$ cat config.mk
export PLATFORM = sky130hd
export DESIGN_NAME = kle_front
export DESIGN_NICKNAME = d
export VERILOG_FILES = /design/src/rtl/core/kle_pkg.sv /design/src/rtl/core/kle_front.sv
export SDC_FILE = /design/constraint.sdc
export NUM_CORES = 1
export LEC_CHECK = 0
export BUFFER_PORTS_ARGS = -buffer_cell sky130_fd_sc_hd__buf_4
export CAP_MARGIN = 20
export CORE_UTILIZATION = 45
export DETAILED_ROUTE_END_ITERATION = 10
export PLACE_DENSITY = 0.76
export SYNTH_ARGS = -nofsm -noshare
export SYNTH_HDL_FRONTEND = slang
export SYNTH_SLANG_ARGS = --single-unit
$ cat constraint.sdc
create_clock -name clk -period 2.34 [get_ports clk]
set_input_delay 0.234 -clock clk [delete_from_list [all_inputs] [get_ports clk]]
set_output_delay 0.234 -clock clk [all_outputs]
set_load 0.01 [all_outputs]
$ cat src/rtl/core/kle_pkg.sv
// Shared types and constants for the keystroke line editor.
// No dependencies; imported by every module of the block except kle_ram.
`default_nettype none

package kle_pkg;

	// Field widths fixed by the interface
	localparam int OP_W   = 2;
	localparam int CHAR_W = 8;
	localparam int POS_W  = 11;
	localparam int LEN_W  = 12;

	// Opcodes
	localparam logic [OP_W-1:0] OP_KEY   = 2'd0;
	localparam logic [OP_W-1:0] OP_READ  = 2'd1;
	localparam logic [OP_W-1:0] OP_CLEAR = 2'd2;

	// Special keystrokes
	localparam logic [CHAR_W-1:0] KEY_DELETE = 8'h2D;  // '-'
	localparam logic [CHAR_W-1:0] KEY_LEFT   = 8'h3C;  // '<'
	localparam logic [CHAR_W-1:0] KEY_RIGHT  = 8'h3E;  // '>'

	// Classified command, as handed from front to back
	typedef enum logic [2:0] {
		CMD_INS,
		CMD_DEL,
		CMD_LEFT,
		CMD_RIGHT,
		CMD_READ,
		CMD_CLEAR,
		CMD_NOP
	} cmd_e_t;

	typedef struct packed {
		cmd_e_t              cmd;
		logic [CHAR_W-1:0]   data;
		logic [POS_W-1:0]    pos;
	} q_entry_t;

endpackage

`default_nettype wire

$ cat src/rtl/core/kle_front.sv
// Front end: accepts input words, decodes them into commands, and queues them.
// Depends on kle_pkg.
`default_nettype none

module kle_front import kle_pkg::*; (
	input  wire logic              clk,
	input  wire logic              arst_n,
	input  wire logic              in_valid,
	output logic                   in_ready,
	input  wire logic [OP_W-1:0]   opcode,
	input  wire logic [CHAR_W-1:0] key_byte,
	input  wire logic [POS_W-1:0]  read_position,
	output logic                   q_valid,
	output q_entry_t               q_entry,
	input  wire logic              q_pop
);

	localparam int QD   = 2;
	localparam int PW   = (QD > 1) ? $clog2(QD) : 1;
	localparam int CNTW = $clog2(QD + 1);

	q_entry_t         entry_q [QD];
	logic [PW-1:0]    wr_ptr_q;
	logic [PW-1:0]    rd_ptr_q;
	logic [CNTW-1:0]  cnt_q;
	q_entry_t         cls;
	logic             push;
	logic             pop;

	// decode opcode and keystroke
	always_comb begin
		cls.data = key_byte;
		cls.pos  = read_position;
		case (opcode)
			OP_KEY: begin
				case (key_byte)
					KEY_DELETE: cls.cmd = CMD_DEL;
					KEY_LEFT:   cls.cmd = CMD_LEFT;
					KEY_RIGHT:  cls.cmd = CMD_RIGHT;
					default:    cls.cmd = CMD_INS;
				endcase
			end
			OP_READ:  cls.cmd = CMD_READ;
			OP_CLEAR: cls.cmd = CMD_CLEAR;
			default:  cls.cmd = CMD_NOP;
		endcase
	end

	// an unused opcode is accepted and dropped here
	assign in_ready = (cnt_q != CNTW'(QD));
	assign push     = in_valid && in_ready && (cls.cmd != CMD_NOP);
	assign q_valid  = (cnt_q != '0);
	assign pop      = q_pop && q_valid;
	assign q_entry  = entry_q[rd_ptr_q];

	// queue storage
	always_ff @(posedge clk) begin
		if (push) begin
			entry_q[wr_ptr_q] <= cls;
		end
	end

	// queue pointers and fill count
	always_ff @(posedge clk or negedge arst_n) begin
		if (!arst_n) begin
			wr_ptr_q <= '0;
			rd_ptr_q <= '0;
			cnt_q    <= '0;
		end else begin
			if (push) begin
				wr_ptr_q <= (wr_ptr_q == PW'(QD - 1)) ? '0 : wr_ptr_q + PW'(1);
			end
			if (pop) begin
				rd_ptr_q <= (rd_ptr_q == PW'(QD - 1)) ? '0 : rd_ptr_q + PW'(1);
			end
			if (push && !pop) begin
				cnt_q <= cnt_q + CNTW'(1);
			end else if (pop && !push) begin
				cnt_q <= cnt_q - CNTW'(1);
			end
		end
	end

endmodule

`default_nettype wire

# == Word level (Yosys, flattened, before mapping) ==
# Memory sizes are Yosys's and may differ from the RTL's.
# Index checks and enable logic that the tools add are counted.
# op_classes
n_addsub,4
n_eq_ne,7
mux,8
reduce_logical,10
# ops
cell,n
$eq A8 B6 Y1 const B,3
$pmux W3 S3,1
$pmux W2 S3,1
$logic_and A1 B1 Y1,5
$mux W1,4
$mux W2,2
$reduce_bool A2 Y1,2
$ne A3 B3 Y1 const B,1
$add A1 B1 Y1 const B,2
$add A2 B1 Y2 const B,1
$eq A2 B1 Y1 const B,1
$eq A2 B2 Y1 const B,1
$logic_not A1 Y1,2
$logic_not A2 Y1,1
$ne A2 B2 Y1 const B,1
$sub A2 B1 Y2 const B,1
# word_totals
ff_bits,4
ramBits,44
in_bits,25
out_inout_bits,24
elab_cells,33
memories,1
# memory_table
name,depth,width,read_ports,rd_clocked_by_memory_dff,wr,line,source
entry_q,2,22,1,0,1,kle_front.sv:22,q_entry_t entry_q [QD];

# == Depth between registers and ports, before layout ==
# Gate-level depths: netlist of run 1.
# logic_depth
ltp_word,9
mapped_depth,7
mapped_depth_nobuf,7

# == Worst setup path after synthesis of run 1 ==
# Ideal clock, no wire load.
# synth_timing
path_kind,reg-to-reg
startpoint,register cnt_q[0]
endpoint,memory entry_q[0][0] (netlist bit) (enable)
setup_ns,0.401
arrival_time_ns,1.607
required_ns,1.939
path_slack_ns,0.332
stages_incl_launch_ff,4
n_path_buf,0
synth_period_minus_slack_ns,2.008
cell_sequence,dfrtp_1 > nand2b_4 > nand3b_4 > nor2_1
# synth_between
elab_chain_len,5
# synth_lines
element,line,source
start: declaration,kle_front.sv:25,logic [CNTW-1:0] cnt_q;
start signal: assignment,kle_front.sv:77,cnt_q <= cnt_q + CNTW'(1);
start signal: assignment,kle_front.sv:79,cnt_q <= cnt_q - CNTW'(1);
$ne A2 B2 Y1,kle_front.sv:50,assign in_ready = (cnt_q != CNTW'(QD));
net in_ready,kle_front.sv:9,"output logic in_ready,"
$logic_and A1 B1 Y1 (2 in a row),kle_front.sv:51,assign push = in_valid && in_ready && (cls.cmd != CMD_NOP);
$mux W1,kle_front.sv:58,if (push) begin
$mux W1 (not written as such),kle_front.sv:59,entry_q[wr_ptr_q] <= cls;
end: declaration,kle_front.sv:22,
# The timed path passes the listed nets, and every way through them passes these cells.

==> run metrics, run 1 <==
outcome=complete, no violations; die width=67.0 um; main combinational cell family by area after synthesis=multiplexers; commonest non-fill, non-tap cell in the layout=buf_4; chip height=around 67 um; # IOs=49; Starting Density=47.2%; number of diodes=0; hold crit path type=input pin to flip-flop; sw frac=28.9%; Final TNS setup=0 ns; HP Start=read_position[7]; CTS H-tree lvls=2; clock share of power=17.4%; R2R cell count=5; flops & latches, synth=48; Worst-Margin Slew=~0.43 ns; top cell type's share of synthesized area=69.4%; pin count of the biggest net entering global routing=23; Clk Latency, worst-skew pair=0.29 ns; Final Critical Period=1.83 ns; Vias/cell=4.99; vias in the first global route=1067; Worst setup SP type=flip-flop; Synth Area in XOR/XNOR=2.30%; Post-synth EDFFs=44; Period Utilization, post-route=78.4%; share of cells above drive strength 1=about 54%; total power draw=0.00263 W; crit path kind=flip-flop to output pin; Core Region=4030 um2; Logic pwr share=35.8%; Hold Path Sink=entry_q[0][7]; Worst R2R Start=cnt_q[0]; Routed wire per std cell=approximately 16 um; Clock Pin Slew Worst Setup and Hold Paths=0.08 ns; first-pass GRT wire length=5020 um; simple-gate share of the synthesized area=under 10%; setup bufs post-CTS=0; Post-Syn Area per Cell=19.0 um2; compound-cell area share of the yosys netlist=0.855%; DRC viols=0; final antenna-violating net count=0; VDD IR max=609 uV; Post-synth ARST share=8.33%; post-synthesis mux area share=between 10% and 20%; Pwr per Cell Area=1080 nW/um2; CTS Buffer Depth=2; final setup violation count=0; Setup crit end kind=output pin; drt first pass iters=4; nets@finish=around 190; GP Congestion=0.752; FMAX=0.545 GHz; Slew headroom=71.2%; R2R Setup Slk=roughly 0.84 ns; Synth Cell Area=~1900 um2; R2R Path End=entry_q[1][20]; cell count after synthesis=100; Worst EP required=2.11 ns; # fillers=319; most frequent cells in the layout=50 x buf_4, 44 x edfxtp_1, 22 x mux2_2, 5 x clkbuf_8, 4 x dfrtp_1; initial DRC count=43; P_int=around 0.0019 W; Port Buf Inserts=between 40 and 50; clock sinks=48; RSZ-0062 raised after global routing=false; top post-synthesis cells by area=edfxtp_1 69%, mux2_2 13%, dfrtp_1 5.3%; area share of fa/ha/maj cells after synthesis=~2.0%; die area=4490 um2; sequential area share after synthesis=between 70 and 80%; Slew Limit Fails=0; initial antenna violation count=0; Vias=1038; CTS Buf Count=5; maxcap violations=0; sequential power share=46.8%; NetSw=0.000760 W; Synth Net Count=between 100 and 150; post-synth top area cell=edfxtp_1; routed wire length=3240 um; GR Util All Layers=15.8%; Synth Warn #=0; Pleak=0.942 nW; Post-synth top flop=edfxtp_1; Hold Crit Depth=1; crit-path max FO=15; Overflow after GRT=0; clock root buffer=clkbuf_8; Cell variety after synth=22; hpwl dp=2320 um; standard-cell row count=23; worst path arrival time=roughly 1.6 ns; clk_skew=between 0.002 and 0.003 ns; CTS tree=built; final hold violation count=0; Synth-to-Final Area Change=27.8%
## state kept, by name, summed over array words and instances, names as in the netlist
register / flops
rd_ptr_q: 1
cnt_q: 2
wr_ptr_q: 1
entry_q: 44
## cell families after synthesis
kind of cell             after synthesis
AO/OA/AOI/OAI                          3
adder cells (fa/ha/maj)                3
multiplexers                          22
AND/OR/NAND/NOR                       13
flip-flops                            48
buffers and inverters                  6
XOR/XNOR                               5
## Yosys cell counts, types with 2 or more instances
cell / n
dfrtp_1: 4
nand4_1: 2
xnor2_1: 3
mux2_2: 22
inv_1: 3
xor2_1: 2
edfxtp_1: 44
nor2_1: 3
ha_1: 3
buf_6: 2
## power groups by stage
| stage | logic [W] | registers (W) | clock network (W) |
|---|---|---|---|
| CTS | 0.000959 | 0.00123 | 0.000465 |
| global placement | 0.000922 | 0.00124 | 0 |
| floorplan | 0.000571 | 0.00121 | 0 |
| detailed placement | 0.000955 | 0.00125 | 0 |
| global route | 0.00101 | 0.00125 | 0.000506 |
| finish | 0.000943 | 0.00123 | 0.000458 |
## repair_timing
action                    4_1_cts  5_1_grt
gates resized for setup         0        0
hold endpoints to repair        4        0
hold buffers                    1        0
## worst max-delay path, stage by stage, from the launching register on
cell and delay, ns:
dfrtp_1 0.61, buf_12 0.21, mux2_2 0.35, buf_4 0.14
## stage by stage
step	hold slack [ns]	utilization [%]	std cells	setup WS (ns)	instance area, um2
2_1_floorplan	-0.0616	-	100	0.332	1900
3_3_place_gp	0.0307	58.1	199	0.825	2340
3_5_place_dp	0.0363	58.1	199	0.784	2340
4_1_cts	0.125	60.4	208	0.476	2430
5_1_grt	0.115	60.4	208	0.420	2430
6_report	0.129	60.4	208	0.506	2430
## how the worst max path moves through the flow
stage | from | end | slack (ns) | cells after the start
floorplan | cnt_q[0] | entry_q[0][0] | 0.33 | 3
global placement | rd_ptr_q | q_entry[11] | 0.82 | 3
detailed placement | opcode[0] | entry_q[1][7] | 0.78 | 6
CTS | rd_ptr_q | q_entry[14] | 0.48 | 3
global route | rd_ptr_q | q_entry[14] | 0.42 | 3
finish | rd_ptr_q | q_entry[14] | 0.51 | 3
## layer usage
layer  global-route usage [%]  vias to the layer above  share of wire [%]
li1                         -                      491                  -
met1                     18.2                      507                 38
met2                     28.0                       37                 54
met3                     4.45                        3                7.2
met4                     4.79                        0               0.74
met5                        0                        -                  0
## cell type report
| class | count | area, um2 | area share [%] |
|---|---|---|---|
| tap | 50 | 62.6 | 2.57 |
| timing repair buffer | 52 | 405 | 16.7 |
| inverter | 4 | 15.0 | 0.617 |
| sequential | 48 | 1420 | 58.4 |
| multi-input combinational | 46 | 447 | 18.4 |
| clock inverter | 1 | 5.00 | 0.206 |
| clock buffer | 7 | 76.3 | 3.14 |
Note: power is estimated with default switching activity, not from simulation.
==> inputs of run 2 (changes only) <==
Clock period 2.34 ns to 1.85 ns, I/O delays scaled along.
==> run metrics, run 2 (synthesis gave the netlist of run 1 again) <==
Pleak=0.945 nW (+0.34%); CTS tree=built; WHS=0.0796 ns (-0.0499 ns); Final Critical Period=1.73 ns; max FFs per register=44 (unchanged); share of cells above drive strength 1=53.8% (about the same); crit-path max FO=10 (-5); pin count of the biggest net entering global routing=23 (unchanged); clk_skew=0.00522 ns (+0.00270 ns); routed wire length=3320 um (+2.3%); setup bufs post-CTS=0 (unchanged); initial antenna violation count=0 (unchanged); final setup violation count=0 (unchanged); Setup crit end kind=output pin; clock root buffer=clkbuf_8; Clk Latency, worst-skew pair=0.29 ns (about the same); drt first pass iters=4 (unchanged); commonest non-fill, non-tap cell in the layout=buf_4; # IOs=49 (unchanged); Routed wire per std cell=15.8 um (+1.4%); Pwr per Cell Area=1360 nW/um2 (+26%); Worst EP required=1.66 ns (-0.45 ns); # fillers=324 (+1.6%); Top Registers=entry_q: 44 flops, cnt_q: 2 flops; die area=4490 um2 (unchanged); outcome=complete, no violations; vias in the first global route=1150 (+7.8%); initial DRC count=22 (-49%); GR Util All Layers=16.5% (+0.70 points); number of diodes=0 (unchanged); Port Buf Inserts=48 (unchanged); Reg with most FFs=entry_q; Worst-Margin Slew=0.304 ns (-0.127 ns); standard-cell row count=23 (unchanged); die width=67.0 um (unchanged); Worst setup SP type=flip-flop; RSZ-0062 raised after global routing=false; Synth-to-Final Area Change=27.9% (about the same); most frequent cells in the layout=53 x buf_4, 44 x edfxtp_1, 22 x mux2_2, 5 x clkbuf_8, 4 x dfrtp_1; VDD IR max=704 uV (+16%); Slew Limit Fails=0 (unchanged); final hold violation count=0 (unchanged); final antenna-violating net count=0 (unchanged); Core Region=4030 um2 (unchanged); maxcap violations=0 (unchanged); clock sinks=48 (unchanged); Final TNS setup=0 ns (unchanged); FMAX=0.579 GHz; Vias=1028 (-0.96%); fin worst setup slack=0.124 ns (-0.383 ns); hpwl dp=2430 um (+4.8%); CTS Buf Count=5 (unchanged); hold crit path type=input pin to flip-flop; first-pass GRT wire length=5210 um (+3.7%); Slew headroom=79.7% (+8.5 points); GP Congestion=0.752 (about the same); worst path arrival time=1.54 ns (-0.06 ns); crit path kind=flip-flop to output pin; DRC viols=0 (unchanged); Starting Density=47.2% (unchanged); Overflow after GRT=0 (unchanged); Clock Pin Slew Worst Setup and Hold Paths=0.08 ns (about the same); CTS Buffer Depth=2 (unchanged); chip height=67.0 um (unchanged); Period Utilization, post-route=93.3%; Vias/cell=4.90 (-1.9%); pre-CTS WS=0.350 ns (-0.434 ns); nets@finish=187 (+1.1%); CTS H-tree lvls=2 (unchanged)
[run 2: cell types whose count changed in the layout (fill, tap and decap cells not counted), sizes merged]
| cell | change |
|---|---|
| buf | +2 |
[run 2: where the power goes]
group | leakage (nW) | internal [W] | switching [W]
Combinational | 0.453 | 0.000661 | 0.000542
Sequential | 0.452 | 0.00143 | 0.000108
Clock | 0.0399 | 0.000263 | 0.000310
Total | 0.945 | 0.00236 | 0.000960
[run 2: final timing paths]
path	from	to	slack, ns	cells past startpoint
max	rd_ptr_q	q_entry[2]	0.12	3
min	read_position[1]	entry_q[0][1]	0.08	1
max reg2reg	cnt_q[0]	entry_q[1][5]	0.34	5
min reg2reg	wr_ptr_q	wr_ptr_q	0.52	1
max in group asynchronous	arst_n	wr_ptr_q	1.53	2
min in group asynchronous	arst_n	cnt_q[1]	0.22	2
[run 2: cell type report]
class | instances | area (um2) | area share, %
multi-input combinational | 46 | 447 | 18.4
inverter | 4 | 15.0 | 0.617
tap | 50 | 62.6 | 2.57
timing repair buffer | 54 | 408 | 16.8
sequential | 48 | 1420 | 58.4
clock buffer | 7 | 76.3 | 3.14
clock inverter | 1 | 3.75 | 0.154
[run 2: metal layers]
| metal | GRT usage (%) | wire [um] | up-vias | part of all wire, % |
|---|---|---|---|---|
| met3 | 3.94 | 179 | 4 | 5.4 |
| li1 | - | - | 493 | - |
| met4 | 5.59 | 39 | 0 | 1.2 |
| met1 | 18.3 | 1330 | 492 | 40 |
| met2 | 30.3 | 1770 | 39 | 53 |
| met5 | 0 | 0 | - | 0 |
[run 2: per-stage QoR]
step                area, um2  utilization (%)  cells  total power [W]
CTS                      2430             60.4    210          0.00335
finish                   2430             60.4    210          0.00332
global placement         2340             58.2    201          0.00273
detailed placement       2340             58.2    201          0.00278
floorplan                1910                -    100          0.00226
global route             2430             60.4    210          0.00349
[run 2: worst max-delay path, cell delays in order, from the launching register on]
cell	delay (ns)
dfrtp_1	0.50
buf_4	0.25
mux2_2	0.36
buf_4	0.14
[run 2: what timing repair did]
item | CTS | global route
gates resized for setup | 0 | 0
hold buffers | 1 | 0
endpoints found under the hold margin | 4 | 0
==> inputs of run 3 (changes only) <==
Settings changed: CORE_UTILIZATION 45 to 39, PLACE_DENSITY 0.76 to 0.68.
Clock period 1.85 ns to 1.9 ns, I/O delays scaled along.
==> run metrics, run 3 (synthesis gave the netlist of run 1 again) <==
DRC viols=0 (unchanged); commonest non-fill, non-tap cell in the layout=buf_4; CTS Buffer Depth=2 (unchanged); Setup crit end kind=output pin; hpwl dp=2380 um (-2.0%); GP Congestion=0.796 (+5.8%); vias in the first global route=1105 (-3.9%); clock root buffer=clkbuf_8; hold crit path type=input pin to flip-flop; crit-path max FO=10 (unchanged); Overflow after GRT=0 (unchanged); initial antenna violation count=0 (unchanged); Synth-to-Final Area Change=29.3%; standard-cell row count=25 (+8.7%); Critical Path Start=rd_ptr_q; CTS tree=built; most frequent cells in the layout=53 x buf_4, 44 x edfxtp_1, 22 x mux2_2, 5 x clkbuf_8, 4 x dfrtp_1; Port Buf Inserts=48 (unchanged); die area=5160 um2 (+15%); clock sinks=48 (unchanged); Pwr per Cell Area=1320 nW/um2 (-3.5%); R2R Setup Slk=0.42 ns (+0.08 ns); final hold violation count=0 (unchanged); max FFs per register=44 (unchanged); Pleak=0.951 nW (+0.64%); setup bufs post-CTS=0 (unchanged); Worst-Margin Slew=0.313 ns (+0.00878 ns); Vias/cell=4.55 (-7.1%); pin count of the biggest net entering global routing=23 (unchanged); CTS H-tree lvls=2 (unchanged); Clock Pin Slew Worst Setup and Hold Paths=0.08 ns (about the same); first-pass GRT wire length=5170 um (-0.79%); RSZ-0062 raised after global routing=false; R2R cell count=5 (unchanged); Reg with most FFs=entry_q; Worst EP required=1.71 ns (+0.05 ns); routed wire length=3230 um (-2.6%); nets@finish=187 (unchanged); Period Utilization, post-route=about 93%; final setup violation count=0 (unchanged); final core occ=52.1% (-8.3 points); Core Region=4720 um2 (+17%); final antenna-violating net count=0 (unchanged); Slew headroom=79.1% (-0.59 points); Worst R2R Start=cnt_q[0]; CTS Buf Count=5 (unchanged); number of diodes=0 (unchanged); crit path kind=flip-flop to output pin; Final Critical Period=1.77 ns; clk_skew=0.00279 ns (-0.00243 ns); VDD IR max=690 uV (-2.0%); chip height=71.9 um (+7.2%); maxcap violations=0 (unchanged); Starting Density=40.3% (-6.9 points); Vias=1032 (+0.39%); outcome=complete, no violations; crit path capture=q_entry[5]; die width=71.9 um (+7.2%); HP Start=read_position[10]; worst path arrival time=1.58 ns (+0.04 ns); share of cells above drive strength 1=55.0% (+1.3 points); Routed wire per std cell=14.2 um (-9.9%); area occupied by multi-input gates=447 um2 (unchanged); GR Util All Layers=13.7% (-2.8 points); Clk Latency, worst-skew pair=0.29 ns (about the same); Slew Limit Fails=0 (unchanged); Worst setup SP type=flip-flop; Final TNS setup=0 ns (unchanged); Top Registers=entry_q: 44 flops, cnt_q: 2 flops; R2R Path End=entry_q[1][6]; Hold Crit Depth=1 (unchanged); register area=1420 um2 (unchanged); initial DRC count=60 (+170%); # fillers=391 (+21%); FMAX=0.566 GHz; drt first pass iters=4 (unchanged); # IOs=49 (unchanged)
[run 3: changes by cell type in the layout (fill, tap and decap cells not counted), sizes merged]
cell	previous run	this run
clkbuf	7	5
inv	4	5
clkinv	1	2
[run 3: cell type report]
class | instances | area share (%)
clock inverters | 3 | 0.712
multi-input cells | 46 | 18.1
clock buffers | 5 | 2.80
repair buffers | 54 | 16.6
well taps | 67 | 3.41
inverters | 4 | 0.610
flip-flops and latches | 48 | 57.8
[run 3: worst min path at each step]
stage	to	slack, ns
final	entry_q[1][10]	0.08
after floorplan	cnt_q[0]	-0.11
after global placement	cnt_q[0]	-0.009
after global routing	entry_q[1][10]	0.06
after CTS	entry_q[1][10]	0.06
after detailed placement	cnt_q[0]	-0.009
[run 3: layer usage]
metal / routed length [um] / global-route usage, %
met1: 1410 / 16.0
met2: 1570 / 23.1
met3: 226 / 5.63
met4: 25 / 4.58
met5: 0 / 0
[run 3: power breakdown]
| part | internal [W] | switching, W |
|---|---|---|
| combinational | 0.000643 | 0.000514 |
| sequential | 0.00140 | 0.000103 |
| clock | 0.000257 | 0.000326 |
| total | 0.00230 | 0.000943 |
[run 3: through the flow]
| stage | area, um2 | setup WS [ns] | instances | total power [W] | hold WS (ns) |
|---|---|---|---|---|---|
| final | 2460 | 0.134 | 227 | 0.00324 | 0.0777 |
| after floorplan | 1910 | 0.230 | 100 | 0.00220 | -0.106 |
| after global placement | 2360 | 0.444 | 218 | 0.00266 | -0.00892 |
| after global routing | 2460 | 0.0228 | 227 | 0.00343 | 0.0557 |
| after CTS | 2460 | 0.0946 | 227 | 0.00329 | 0.0632 |
| after detailed placement | 2360 | 0.393 | 218 | 0.00270 | -0.00865 |
[run 3: worst max-delay path: stages, from the launching register on]
cell,delay [ns]
dfrtp_1,0.53
buf_4,0.26
mux2_2,0.35
buf_4,0.14
[run 3: timing repair]
item	4_1_cts	5_1_grt
resized for setup	0	0
hold buffers	1	0
endpoints found under the hold margin	4	0
